$ cat src/hdl/icd_pkg.sv
// Shared types and constants for the impact cadence detector.
// Used by every module of the block; it depends on nothing else.
`timescale 1ns / 1ps

package icd_pkg;

  localparam int ACT_W       = 14;
  localparam int TS_W        = 16;
  localparam int PERIOD_W    = 16;
  localparam int CFG_DATA_W  = 16;
  localparam int CFG_INDEX_W = 3;
  localparam int SCALE_SHIFT = 4;

  localparam logic [ACT_W-1:0]    RESET_THRESHOLD = 14'd1500;
  localparam logic [PERIOD_W-1:0] RESET_PERIOD    = 16'd1000;
  // Nine tenths of the reset period limit, floor(1000 / 10) * 9.
  localparam logic [PERIOD_W-1:0] RESET_PERIOD_NINE = 16'd900;

  // Floor division of a 16-bit value by ten: (x * 0xCCCD) >> 19 is exact.
  localparam logic [16:0] DIV10_MUL   = 17'd52429;
  localparam int          DIV10_SHIFT = 19;
  localparam int          DIV10_Q_W   = 13;

  localparam int QUEUE_DEPTH = 2;
  localparam int QUEUE_PTR_W = $clog2(QUEUE_DEPTH);
  localparam int QUEUE_CNT_W = $clog2(QUEUE_DEPTH + 1);

  typedef enum logic [CFG_INDEX_W-1:0] {
    REG_HIT_LEVEL    = 3'd0,
    REG_PERIOD_LIMIT = 3'd1,
    REG_OFFSET_X     = 3'd2,
    REG_OFFSET_Y     = 3'd3,
    REG_OFFSET_Z     = 3'd4
  } cfg_reg_t;

  // One classified sample waiting for the event logic.
  typedef struct packed {
    logic [ACT_W-1:0] activity;
    logic [TS_W-1:0]  timestamp;
  } sample_entry_t;

  // Settings seen by the event logic.
  typedef struct packed {
    logic [ACT_W-1:0]    threshold;
    logic [PERIOD_W-1:0] limit;
    logic [PERIOD_W-1:0] limit_nine;
  } event_cfg_t;

endpackage

$ cat src/hdl/icd_front.sv
// Front end: takes samples, removes offsets, scales and computes activity.
// Depends on icd_pkg; feeds icd_queue.
`timescale 1ns / 1ps

module icd_front import icd_pkg::*; #(
  parameter int SAMPLE_BITS = 16
) (
  input  logic                   clk,
  input  logic                   rst,
  input  logic                   in_valid,
  output logic                   in_ready,
  input  logic [15:0]            accel_x,
  input  logic [15:0]            accel_y,
  input  logic [15:0]            accel_z,
  input  logic [TS_W-1:0]        timestamp,
  input  logic [SAMPLE_BITS-1:0] offset_x,
  input  logic [SAMPLE_BITS-1:0] offset_y,
  input  logic [SAMPLE_BITS-1:0] offset_z,
  input  logic                   q_full,
  output logic                   push,
  output sample_entry_t          push_data
);

  localparam int SCALED_W = SAMPLE_BITS - SCALE_SHIFT;
  localparam int SUM_W    = SCALED_W + 2;

  logic [SAMPLE_BITS-1:0] raw     [3];
  logic [SAMPLE_BITS-1:0] off     [3];
  logic [SAMPLE_BITS-1:0] wrapped [3];
  logic [SCALED_W-1:0]    scaled  [3];
  logic [SCALED_W-1:0]    prev    [3];
  logic [SCALED_W:0]      diff    [3];
  logic [SCALED_W-1:0]    mag     [3];
  logic [SUM_W-1:0]       sum;

  assign raw[0] = accel_x[SAMPLE_BITS-1:0];
  assign raw[1] = accel_y[SAMPLE_BITS-1:0];
  assign raw[2] = accel_z[SAMPLE_BITS-1:0];
  assign off[0] = offset_x;
  assign off[1] = offset_y;
  assign off[2] = offset_z;

  assign in_ready = !q_full;
  assign push     = in_valid && !q_full;

  always_comb begin
    for (int i = 0; i < 3; i++) begin
      wrapped[i] = raw[i] - off[i];
      // Arithmetic shift right, kept at the scaled width: the top bits.
      scaled[i]  = wrapped[i][SAMPLE_BITS-1:SCALE_SHIFT];
      diff[i]    = {scaled[i][SCALED_W-1], scaled[i]} - {prev[i][SCALED_W-1], prev[i]};
      mag[i]     = diff[i][SCALED_W] ? SCALED_W'(-diff[i]) : diff[i][SCALED_W-1:0];
    end
    sum = SUM_W'(mag[0]) + SUM_W'(mag[1]) + SUM_W'(mag[2]);
  end

  assign push_data.activity  = ACT_W'(sum);
  assign push_data.timestamp = timestamp;

  always_ff @(posedge clk) begin
    if (rst) begin
      for (int i = 0; i < 3; i++) begin
        prev[i] <= '0;
      end
    end else if (push) begin
      for (int i = 0; i < 3; i++) begin
        prev[i] <= scaled[i];
      end
    end
  end

endmodule

$ cat src/hdl/icd_queue.sv
// Short queue between the front end and the event logic.
// Depends on icd_pkg for the entry type and depth.
`timescale 1ns / 1ps

module icd_queue import icd_pkg::*; (
  input  logic          clk,
  input  logic          rst,
  input  logic          push,
  input  sample_entry_t push_data,
  output logic          full,
  input  logic          pop,
  output logic          q_valid,
  output sample_entry_t head
);

  sample_entry_t          mem [QUEUE_DEPTH];
  logic [QUEUE_PTR_W-1:0] wr_ptr;
  logic [QUEUE_PTR_W-1:0] rd_ptr;
  logic [QUEUE_CNT_W-1:0] count;

  assign full    = (count == QUEUE_CNT_W'(QUEUE_DEPTH));
  assign q_valid = (count != '0);
  assign head    = mem[rd_ptr];

  always_ff @(posedge clk) begin
    if (push) begin
      mem[wr_ptr] <= push_data;
    end
  end

  always_ff @(posedge clk) begin
    if (rst) begin
      wr_ptr <= '0;
      rd_ptr <= '0;
      count  <= '0;
    end else begin
      if (push) begin
        wr_ptr <= (wr_ptr == QUEUE_PTR_W'(QUEUE_DEPTH - 1)) ? '0 : wr_ptr + 1'b1;
      end
      if (pop) begin
        rd_ptr <= (rd_ptr == QUEUE_PTR_W'(QUEUE_DEPTH - 1)) ? '0 : rd_ptr + 1'b1;
      end
      if (push && !pop) begin
        count <= count + 1'b1;
      end else if (pop && !push) begin
        count <= count - 1'b1;
      end
    end
  end

endmodule

$ cat src/hdl/icd_back.sv
// Back end: impact and stop detection, period averaging, result register.
// Depends on icd_pkg; drains icd_queue.
`timescale 1ns / 1ps

module icd_back import icd_pkg::*; (
  input  logic                clk,
  input  logic                rst,
  input  logic                q_valid,
  input  sample_entry_t       head,
  output logic                pop,
  input  event_cfg_t          cfg,
  output logic                out_valid,
  input  logic                out_ready,
  output logic [ACT_W-1:0]    activity,
  output logic                impact,
  output logic                stop_event,
  output logic [PERIOD_W-1:0] average_period,
  output logic                is_stopped
);

  logic [ACT_W-1:0]    prev_activity;
  logic [TS_W-1:0]     last_event_time;
  logic [PERIOD_W-1:0] period_average;
  logic                stopped_flag;

  logic [TS_W-1:0]     elapsed;
  logic [PERIOD_W:0]   avg_sum;
  logic                stop_hit;
  logic                impact_hit;
  logic                stopped_mid;
  logic [TS_W-1:0]     last_event_time_next;
  logic [PERIOD_W-1:0] period_average_next;
  logic                stopped_flag_next;

  assign pop = q_valid && (!out_valid || out_ready);

  always_comb begin
    elapsed     = head.timestamp - last_event_time;
    avg_sum     = {1'b0, period_average} + {1'b0, elapsed};
    stop_hit    = (elapsed > cfg.limit) && !stopped_flag;
    impact_hit  = (head.activity > cfg.threshold) && (prev_activity <= cfg.threshold);
    stopped_mid = stopped_flag || stop_hit;

    last_event_time_next = (stop_hit || impact_hit) ? head.timestamp : last_event_time;
    stopped_flag_next    = impact_hit ? 1'b0 : stopped_mid;
    if (impact_hit) begin
      period_average_next = stopped_mid ? cfg.limit_nine : avg_sum[PERIOD_W:1];
    end else if (stop_hit) begin
      period_average_next = cfg.limit;
    end else begin
      period_average_next = period_average;
    end
  end

  always_ff @(posedge clk) begin
    if (rst) begin
      prev_activity   <= '0;
      last_event_time <= '0;
      period_average  <= RESET_PERIOD;
      stopped_flag    <= 1'b1;
      out_valid       <= 1'b0;
    end else begin
      if (pop) begin
        prev_activity   <= head.activity;
        last_event_time <= last_event_time_next;
        period_average  <= period_average_next;
        stopped_flag    <= stopped_flag_next;
        out_valid       <= 1'b1;
      end else if (out_ready) begin
        out_valid <= 1'b0;
      end
    end
  end

  always_ff @(posedge clk) begin
    if (pop) begin
      activity       <= head.activity;
      impact         <= impact_hit;
      stop_event     <= stop_hit;
      average_period <= period_average_next;
      is_stopped     <= stopped_flag_next;
    end
  end

endmodule

$ cat src/hdl/impact_cadence_detector_core.sv
// Top level of the impact cadence detector: configuration registers and wiring.
// Depends on icd_pkg, icd_front, icd_queue and icd_back.
`timescale 1ns / 1ps

// Channel   Direction  Handshake                 Payload
// -------   ---------  ------------------------  ----------------------------------------
// input     in         in_valid / in_ready       accel_x, accel_y, accel_z, timestamp
// output    out        out_valid / out_ready     activity, impact, stop_event,
//                                                average_period, is_stopped
// config    in         cfg_write (no wait)       cfg_index, cfg_data
//
// One sample per clock is sustained while out_ready stays high. A transfer on the input
// lands in the queue at the same edge; the event logic then pops it and loads the result
// register, which raises out_valid.
// Reset (synchronous, rst high) restores the control registers to their defaults and
// empties the queue and the output register. A stalled output holds its result while the
// two-entry queue keeps absorbing samples; in_ready drops only once the queue is full.

module impact_cadence_detector_core import icd_pkg::*; #(
  parameter int SAMPLE_BITS = 16
) (
  input  logic                   clk,
  input  logic                   rst,
  input  logic                   in_valid,
  output logic                   in_ready,
  input  logic [15:0]            accel_x,
  input  logic [15:0]            accel_y,
  input  logic [15:0]            accel_z,
  input  logic [TS_W-1:0]        timestamp,
  output logic                   out_valid,
  input  logic                   out_ready,
  output logic [ACT_W-1:0]       activity,
  output logic                   impact,
  output logic                   stop_event,
  output logic [PERIOD_W-1:0]    average_period,
  output logic                   is_stopped,
  input  logic                   cfg_write,
  input  logic [CFG_INDEX_W-1:0] cfg_index,
  input  logic [CFG_DATA_W-1:0]  cfg_data
);

  // Configuration registers. The nine-tenths period value is worked out when the
  // period limit is written, so the event logic sees it as a plain register.
  logic [ACT_W-1:0]       hit_level;
  logic [PERIOD_W-1:0]    period_limit;
  logic [PERIOD_W-1:0]    period_nine;
  logic [SAMPLE_BITS-1:0] offset_x;
  logic [SAMPLE_BITS-1:0] offset_y;
  logic [SAMPLE_BITS-1:0] offset_z;

  logic [32:0]            div10_prod;
  logic [DIV10_Q_W-1:0]   div10_q;
  logic [PERIOD_W-1:0]    nine_tenths;

  // Floor of the written limit over ten, by reciprocal multiply, then times nine.
  assign div10_prod  = 33'(cfg_data) * 33'(DIV10_MUL);
  assign div10_q     = div10_prod[DIV10_SHIFT +: DIV10_Q_W];
  assign nine_tenths = PERIOD_W'({div10_q, 3'b000}) + PERIOD_W'(div10_q);

  always_ff @(posedge clk) begin
    if (rst) begin
      hit_level    <= RESET_THRESHOLD;
      period_limit <= RESET_PERIOD;
      period_nine  <= RESET_PERIOD_NINE;
      offset_x     <= '0;
      offset_y     <= '0;
      offset_z     <= '0;
    end else if (cfg_write) begin
      case (cfg_reg_t'(cfg_index))
        REG_HIT_LEVEL: hit_level <= cfg_data[ACT_W-1:0];
        REG_PERIOD_LIMIT: begin
          period_limit <= cfg_data[PERIOD_W-1:0];
          period_nine  <= nine_tenths;
        end
        REG_OFFSET_X: offset_x <= cfg_data[SAMPLE_BITS-1:0];
        REG_OFFSET_Y: offset_y <= cfg_data[SAMPLE_BITS-1:0];
        REG_OFFSET_Z: offset_z <= cfg_data[SAMPLE_BITS-1:0];
        default: ;
      endcase
    end
  end

  event_cfg_t    event_cfg;
  logic          q_full;
  logic          q_push;
  logic          q_pop;
  logic          q_valid;
  sample_entry_t q_in;
  sample_entry_t q_head;

  assign event_cfg.threshold  = hit_level;
  assign event_cfg.limit      = period_limit;
  assign event_cfg.limit_nine = period_nine;

  // Front end: the scaled axes of the last sample live here, so activity is
  // complete before the sample enters the queue.
  icd_front #(
    .SAMPLE_BITS(SAMPLE_BITS)
  ) u_front (
    .clk       (clk),
    .rst       (rst),
    .in_valid  (in_valid),
    .in_ready  (in_ready),
    .accel_x   (accel_x),
    .accel_y   (accel_y),
    .accel_z   (accel_z),
    .timestamp (timestamp),
    .offset_x  (offset_x),
    .offset_y  (offset_y),
    .offset_z  (offset_z),
    .q_full    (q_full),
    .push      (q_push),
    .push_data (q_in)
  );

  icd_queue u_queue (
    .clk       (clk),
    .rst       (rst),
    .push      (q_push),
    .push_data (q_in),
    .full      (q_full),
    .pop       (q_pop),
    .q_valid   (q_valid),
    .head      (q_head)
  );

  // Back end: owns the timing state (last event, averaged period, stopped flag)
  // and the output register.
  icd_back u_back (
    .clk            (clk),
    .rst            (rst),
    .q_valid        (q_valid),
    .head           (q_head),
    .pop            (q_pop),
    .cfg            (event_cfg),
    .out_valid      (out_valid),
    .out_ready      (out_ready),
    .activity       (activity),
    .impact         (impact),
    .stop_event     (stop_event),
    .average_period (average_period),
    .is_stopped     (is_stopped)
  );

  // An impact always clears the stopped flag.
  assert property (@(posedge clk) disable iff (rst)
    out_valid && impact |-> !is_stopped)
    else $error("impact reported while still stopped");

  // A stop without an impact on the same sample leaves the block stopped.
  assert property (@(posedge clk) disable iff (rst)
    out_valid && stop_event && !impact |-> is_stopped)
    else $error("stop event without the stopped flag");

  // An impact needs activity above the threshold.
  assert property (@(posedge clk) disable iff (rst)
    out_valid && impact |-> activity > hit_level)
    else $error("impact reported at or below the threshold");

  // Back-pressure on the input only comes from a queue holding work.
  assert property (@(posedge clk) disable iff (rst)
    !in_ready |-> q_valid)
    else $error("input stalled with an empty queue");

endmodule
$ cat config.mk
export PLATFORM = sky130hd
export DESIGN_NAME = impact_cadence_detector_core
export DESIGN_NICKNAME = d
export VERILOG_FILES = /design/src/hdl/icd_pkg.sv /design/src/hdl/icd_front.sv /design/src/hdl/icd_queue.sv /design/src/hdl/icd_back.sv /design/src/hdl/impact_cadence_detector_core.sv
export SDC_FILE = /design/constraint.sdc
export NUM_CORES = 1
export LEC_CHECK = 0
export ABC_AREA = 1
export BUFFER_PORTS_ARGS = -buffer_cell sky130_fd_sc_hd__buf_2
export CELL_PAD_IN_SITES_DETAIL_PLACEMENT = 0
export CELL_PAD_IN_SITES_GLOBAL_PLACEMENT = 1
export CORE_ASPECT_RATIO = 1.75
export CORE_UTILIZATION = 30
export DETAILED_ROUTE_END_ITERATION = 8
export MAX_ROUTING_LAYER = met4
export PLACE_DENSITY_LB_ADDON = 0.1
export SLEW_MARGIN = 10
export SYNTH_ARGS = -nofsm -noshare
export SYNTH_HDL_FRONTEND = slang
export SYNTH_SLANG_ARGS = --single-unit
$ cat constraint.sdc
create_clock -name clk -period 10.87 [get_ports clk]
set_input_delay 1.087 -clock clk [delete_from_list [all_inputs] [get_ports clk]]
set_output_delay 1.087 -clock clk [all_outputs]
set_load 0.005 [all_outputs]
# Yosys cells after proc, flatten, opt, wreduce, memory -nomap -nowiden
# Memories as Yosys holds them, arrays and structs flattened. A register that Yosys moved wholly into a read port is not among the register bits.
# Index checks and enable logic that the tools add are counted.
[totals]
word_cells = 99
ff_bits = 179
input_bits = 88
n_memories = 2
ramBits = 96
[classes]
n_addsub = 18
n_reduce_logical = 24
bitwise = 3
eq_ne = 5
n_lt_le_gt_ge = 3
multipliers = 1
mux = 24
[memory_table]
columns = ["name", "words", "width", "rd", "rd_clocked_by_memory_dff", "wr", "line_no", "rtl"]
rows = [
  ["u_queue.mem", 2, 30, 1, 1, 1, "icd_queue.sv:16", "sample_entry_t mem [QUEUE_DEPTH];"],
  ["u_front.prev", 3, 12, 3, 0, 3, "icd_front.sv:31", "logic [SCALED_W-1:0] prev [3];"],
]
[op_table]
columns = ["op", "n"]
rows = [
  ["12-bit two-way mux", 6],
  ["16-bit subtractor", 4],
  ["16-bit two-way mux", 3],
  ["12-bit by 12-bit subtractor with 13-bit output", 3],
  ["12-bit negator", 3],
  ["16-bit by 16-bit multiplier with 32-bit output, second input constant", 1],
  ["16-bit by 16-bit adder with 17-bit output", 1],
  ["16-bit by 13-bit adder with 16-bit output", 1],
  ["16-bit greater-than comparator", 1],
  ["14-bit by 12-bit adder with 14-bit output", 1],
  ["14-bit greater-than comparator", 1],
  ["14-bit less-or-equal comparator", 1],
  ["12-bit by 12-bit adder with 13-bit output", 1],
  ["1-bit two-way mux", 13],
  ["2-bit AND reduction", 6],
  ["3-bit by 2-bit equality test with 1-bit output, second input constant", 2],
  ["1-bit logical AND", 6],
  ["2-bit nonzero test", 3],
  ["1-bit logical NOT", 5],
  ["2-bit two-way mux", 2],
  ["3-bit by 1-bit equality test with 1-bit output, second input constant", 1],
  ["3-bit equality test, second input constant", 1],
  ["3-bit logical NOT", 1],
  ["1-bit logical OR", 3],
  ["other kinds (5)", 8],
]

# Depth between registers and ports, before layout
[logic_depth]
ltp_word = 7
ltp_mapped = 44

# By module
# From an unflattened synthesis, not the netlist that was laid out.
[hier_totals]
cells_unflattened = 3267
hier_area_um2 = 24761.2
[modules_own_cells]
columns = ["mod", "cells_each", "n_inst", "area_per_inst_um2"]
rows = [
  ["impact_cadence_detector_core", 1076, 1, 8619.5],
  ["icd_front", 1178, 1, 7343.3],
  ["icd_back", 887, 1, 6286.0],
  ["icd_queue", 126, 1, 2512.4],
]

# Worst setup path after synthesis
# No wires, ideal clock.
[synth_timing]
path_type = "input to register"
startpoint = "input port cfg_data[3]"
endpoint = "register period_nine[11]"
required_ns = 10.755
setup_time_ns = 0.115
path_buffers = 0
path_slack_ns = 4.132
arrival_ns = 6.623
stages = 26
cell_sequence = "ha_1 -> inv_1 -> fa_1 -> inv_1 -> fa_1 -> inv_1 -> fa_1 -> fa_1 -> fa_1 -> inv_1 -> ha_1 -> nand2_1 -> nor2_1 -> inv_1 -> nor3_1 -> nand2_1 -> nand2_1 -> xor2_1 -> inv_1 -> fa_1 -> o31ai_1 -> nand3_1 -> o21ai_0 -> xor2_1 -> o21ai_0 -> inv_1"
[synth_between]
elab_chain_len = 2
[synth_rtl]
columns = ["element", "line_no", "rtl"]
rows = [
  ["start: declaration", "impact_cadence_detector_core.sv:39", "input logic [CFG_DATA_W-1:0] cfg_data"],
  ["16-bit by 16-bit multiplier with 32-bit output", "impact_cadence_detector_core.sv:56", "assign div10_prod = 33'(cfg_data) * 33'(DIV10_MUL);"],
  ["via div10_prod[20]", "impact_cadence_detector_core.sv:51", "logic [32:0] div10_prod;"],
  ["16-bit by 13-bit adder with 16-bit output", "impact_cadence_detector_core.sv:58", "assign nine_tenths = PERIOD_W'({div10_q, 3'b000}) + PERIOD_W'(div10_q);"],
  ["end signal: assignment", "impact_cadence_detector_core.sv:73", "period_nine <= nine_tenths;"],
  ["end: declaration", "impact_cadence_detector_core.sv:46", "logic [PERIOD_W-1:0] period_nine;"],
]
# The timed path passes the listed nets, and every way through them passes these cells.
# A chain may end at the register's enable or synchronous reset.

# Final worst setup path
[layout_timing]
startpoint = "input port cfg_data[6]"
endpoint = "register period_nine[15]"
[layout_between]
elab_chain_len = 2
[layout_rtl]
columns = ["element", "line_no"]
rows = [
  ["16-bit by 16-bit multiplier with 32-bit output", "impact_cadence_detector_core.sv:56"],
  ["16-bit by 13-bit adder with 16-bit output", "impact_cadence_detector_core.sv:58"],
]
# Every way passes these cells.

==> metrics <==
Clock Latency Late Sink=roughly 580 ps; Final Max Tran Viols=0; register area share after synthesis=0.282; layout cells sized above 1=0.0815; fin util=0.340; crit path max fanout=10; I/O Buffers=approximately 120; Worst Tran Pin Value=approximately 900 ps; setup bufs post-CTS=0; die area=0.0817 sq mm; Final Instance Area=around 0.027 sq mm; Mapped Avg Cell Area=7.74 sq um; Post-Syn Area=~0.024 sq mm; CTS Buffer Depth=3; initial antenna violation count=9; register bit total from synthesis=approximately 280; Initial Utilization=0.303; Final Hold Fails=0; CP Buf/Inv Count=4; DR DRC count=0; dpl hpwl=approximately 68000 microns; DR iter-0 viols=752; die extent in x=between 200 and 250 microns; H-tree levels=2; Worst path max stage delay=between 500 and 600 ps; asr flop ratio synth=0; post-synth top area share=0.167; Final min period=between 6000 and 7000 ps; grt total ovfl=0; Routed WL=~80000 microns; top cell type by total area after synthesis=ha_1; cts bufs inserted=34; 1st-pass router iterations=5; crit path DAT=~7500 ps; Cell Rows=~140; worst clock skew=22.0 ps; Routability Congestion=0.882; fmax=143 MHz; ranking of synthesized cells by area=ha_1, edfxtp_1, dfxtp_1; final setup fails=0; critical path class=primary input to flip-flop; via-per-instance ratio=4.74; die height=approximately 380 microns; cell family with most CP delay=adder cells; status=finished, final reports clean; synth warn=0; Worst Setup Start Kind=primary input; Top cell by count, worst path=fa_1; hold buffer count at cts=0; period utilization=0.643; gr usage total=0.205; Worst setup EP type=flip-flop; slowest library cell on the worst path=fa_1; Hold WS=roughly 450 ps; vias in the first global route=20900; WL/cell=about 19 microns; unrepaired setup endpoints after global routing=false; # clock sinks=roughly 280; global-route wire length before repair=122000 microns; Synth cell types=between 50 and 60; Cells after Synth=~3100; setup_tns=0 ps; Final ANT Viol Nets=0; Core ar.=between 0.07 and 0.08 sq mm; max_slew headroom=0.392; pin count of the biggest net entering global routing=80; min-delay worst type=flip-flop to flip-flop; CP required=roughly 11000 ps; Vias=~20000; Fill cells=~8600; Clock Pin Slew Worst Setup and Hold Paths=70 ps; I/O pins=123; Max Cap Viol=0; CTS root buf=clkbuf_16; ys flop type=dfxtp_1; Post-synth EDFFs=between 100 and 150; cells resized by post-CTS repair=0; DP Area=around 0.026 sq mm; Synth Net Count=3620; CTS tree=built; Layout area overhead=12.3%; Nets=between 3000 and 4000
path summary, 6_finish.rpt:
kind / from / endpoint / slack (ps) / depth (start not counted)
worst max-delay path: cfg_data[6] / period_nine[15]$_SDFFE_PP0P_ / 3880 / 27
worst min-delay path: u_queue.rd_ptr$_SDFFE_PP0P_ / flip-flop / 450 / 1
worst max register to register: offset_y[7]$_SDFFE_PP0P_ / u_queue.mem[0][28]$_DFFE_PP_ / 4180 / 39
worst min register to register: u_queue.rd_ptr$_SDFFE_PP0P_ / flip-flop / 450 / 1
final cells by class:
type | instances | area, sq um | area share
clock buffer | 44 | 938 | 0.0346
inverter | 577 | 2170 | 0.0799
sequential | 276 | 6820 | 0.251
clock inverter | 18 | 213 | 0.00784
multi-input combinational | 2211 | 15000 | 0.551
antenna | 6 | 15.0 | 0.000554
timing repair buffer | 136 | 716 | 0.0264
tap | 1042 | 1300 | 0.0481
synth_stat cells, drive strengths merged, types with 13 or more instances:
cell and instances:
nor2 217, ha 322, o21ai 177, xnor2 38, nand4 40, edfxtp 129
a21oi 289, nor3 20, dfxtp 147, mux2 27, o211ai 27, nand2 598
buf 16, nand3 175, xor2 90, clkbuf 41, inv 576, o21bai 14
fa 89, a21o 13
metrics by stage:
stage / worst slack [ps] / std cells
after global placement: 3230 / 4242
after global routing: 3150 / 4308
after CTS: 3840 / 4304
after floorplan: 4130 / 3121
final: 3880 / 4310
after detailed placement: 3240 / 4242
registers in the layout, summed over array words and instances, names as in the netlist, 2 cells and up, named ones only:
| signal | flops |
|---|---|
| u_queue.mem | 60 |
| u_front.prev | 36 |
| offset_x | 16 |
| offset_y | 16 |
| offset_z | 16 |
| period_limit | 16 |
| period_nine | 16 |
| u_back.average_period | 16 |
| u_back.last_event_time | 16 |
| u_back.period_average | 16 |
| hit_level | 14 |
| u_back.activity | 14 |
| u_back.prev_activity | 14 |
| u_queue.count | 2 |
cells by family (layout without fill, tap and decap cells):
family	Yosys count	after routing	share of synthesized area
multiplexers	29	29	0.0134
flip-flops	276	276	0.282
AND/OR/NAND/NOR	1092	1092	0.193
other	0	6	0
AO/OA/AOI/OAI	551	551	0.125
XOR/XNOR	128	128	0.0467
adder cells (fa/ha/maj)	411	411	0.241
buffers and inverters	634	775	0.0998
layout by cell type, fill, tap and decap left out, drive strengths merged, types with 8 or more instances in the layout:
| cell | n |
|---|---|
| a21o | 13 |
| a21oi | 289 |
| a31oi | 10 |
| and2 | 8 |
| buf | 136 |
| clkbuf | 44 |
| clkinv | 9 |
| dfxtp | 147 |
| edfxtp | 129 |
| fa | 89 |
| ha | 322 |
| inv | 580 |
| mux2 | 27 |
| nand2 | 598 |
| nand3 | 175 |
| nand3b | 10 |
| nand4 | 40 |
| nor2 | 217 |
| nor3 | 20 |
| o211ai | 27 |
| o21ai | 177 |
| o21bai | 14 |
| or2 | 10 |
| xnor2 | 38 |
| xor2 | 90 |
per-layer routing:
layer	vias to the layer above	wire length, microns	global-route usage
met5	-	0	-
met4	0	3380	0.0850
met3	123	3080	0.0281
met2	361	44000	0.389
met1	9485	31100	0.208
li1	10500	-	-
Power is not shown: default switching activity piles up to over one toggle a cycle in this logic, so the estimate is an artifact.
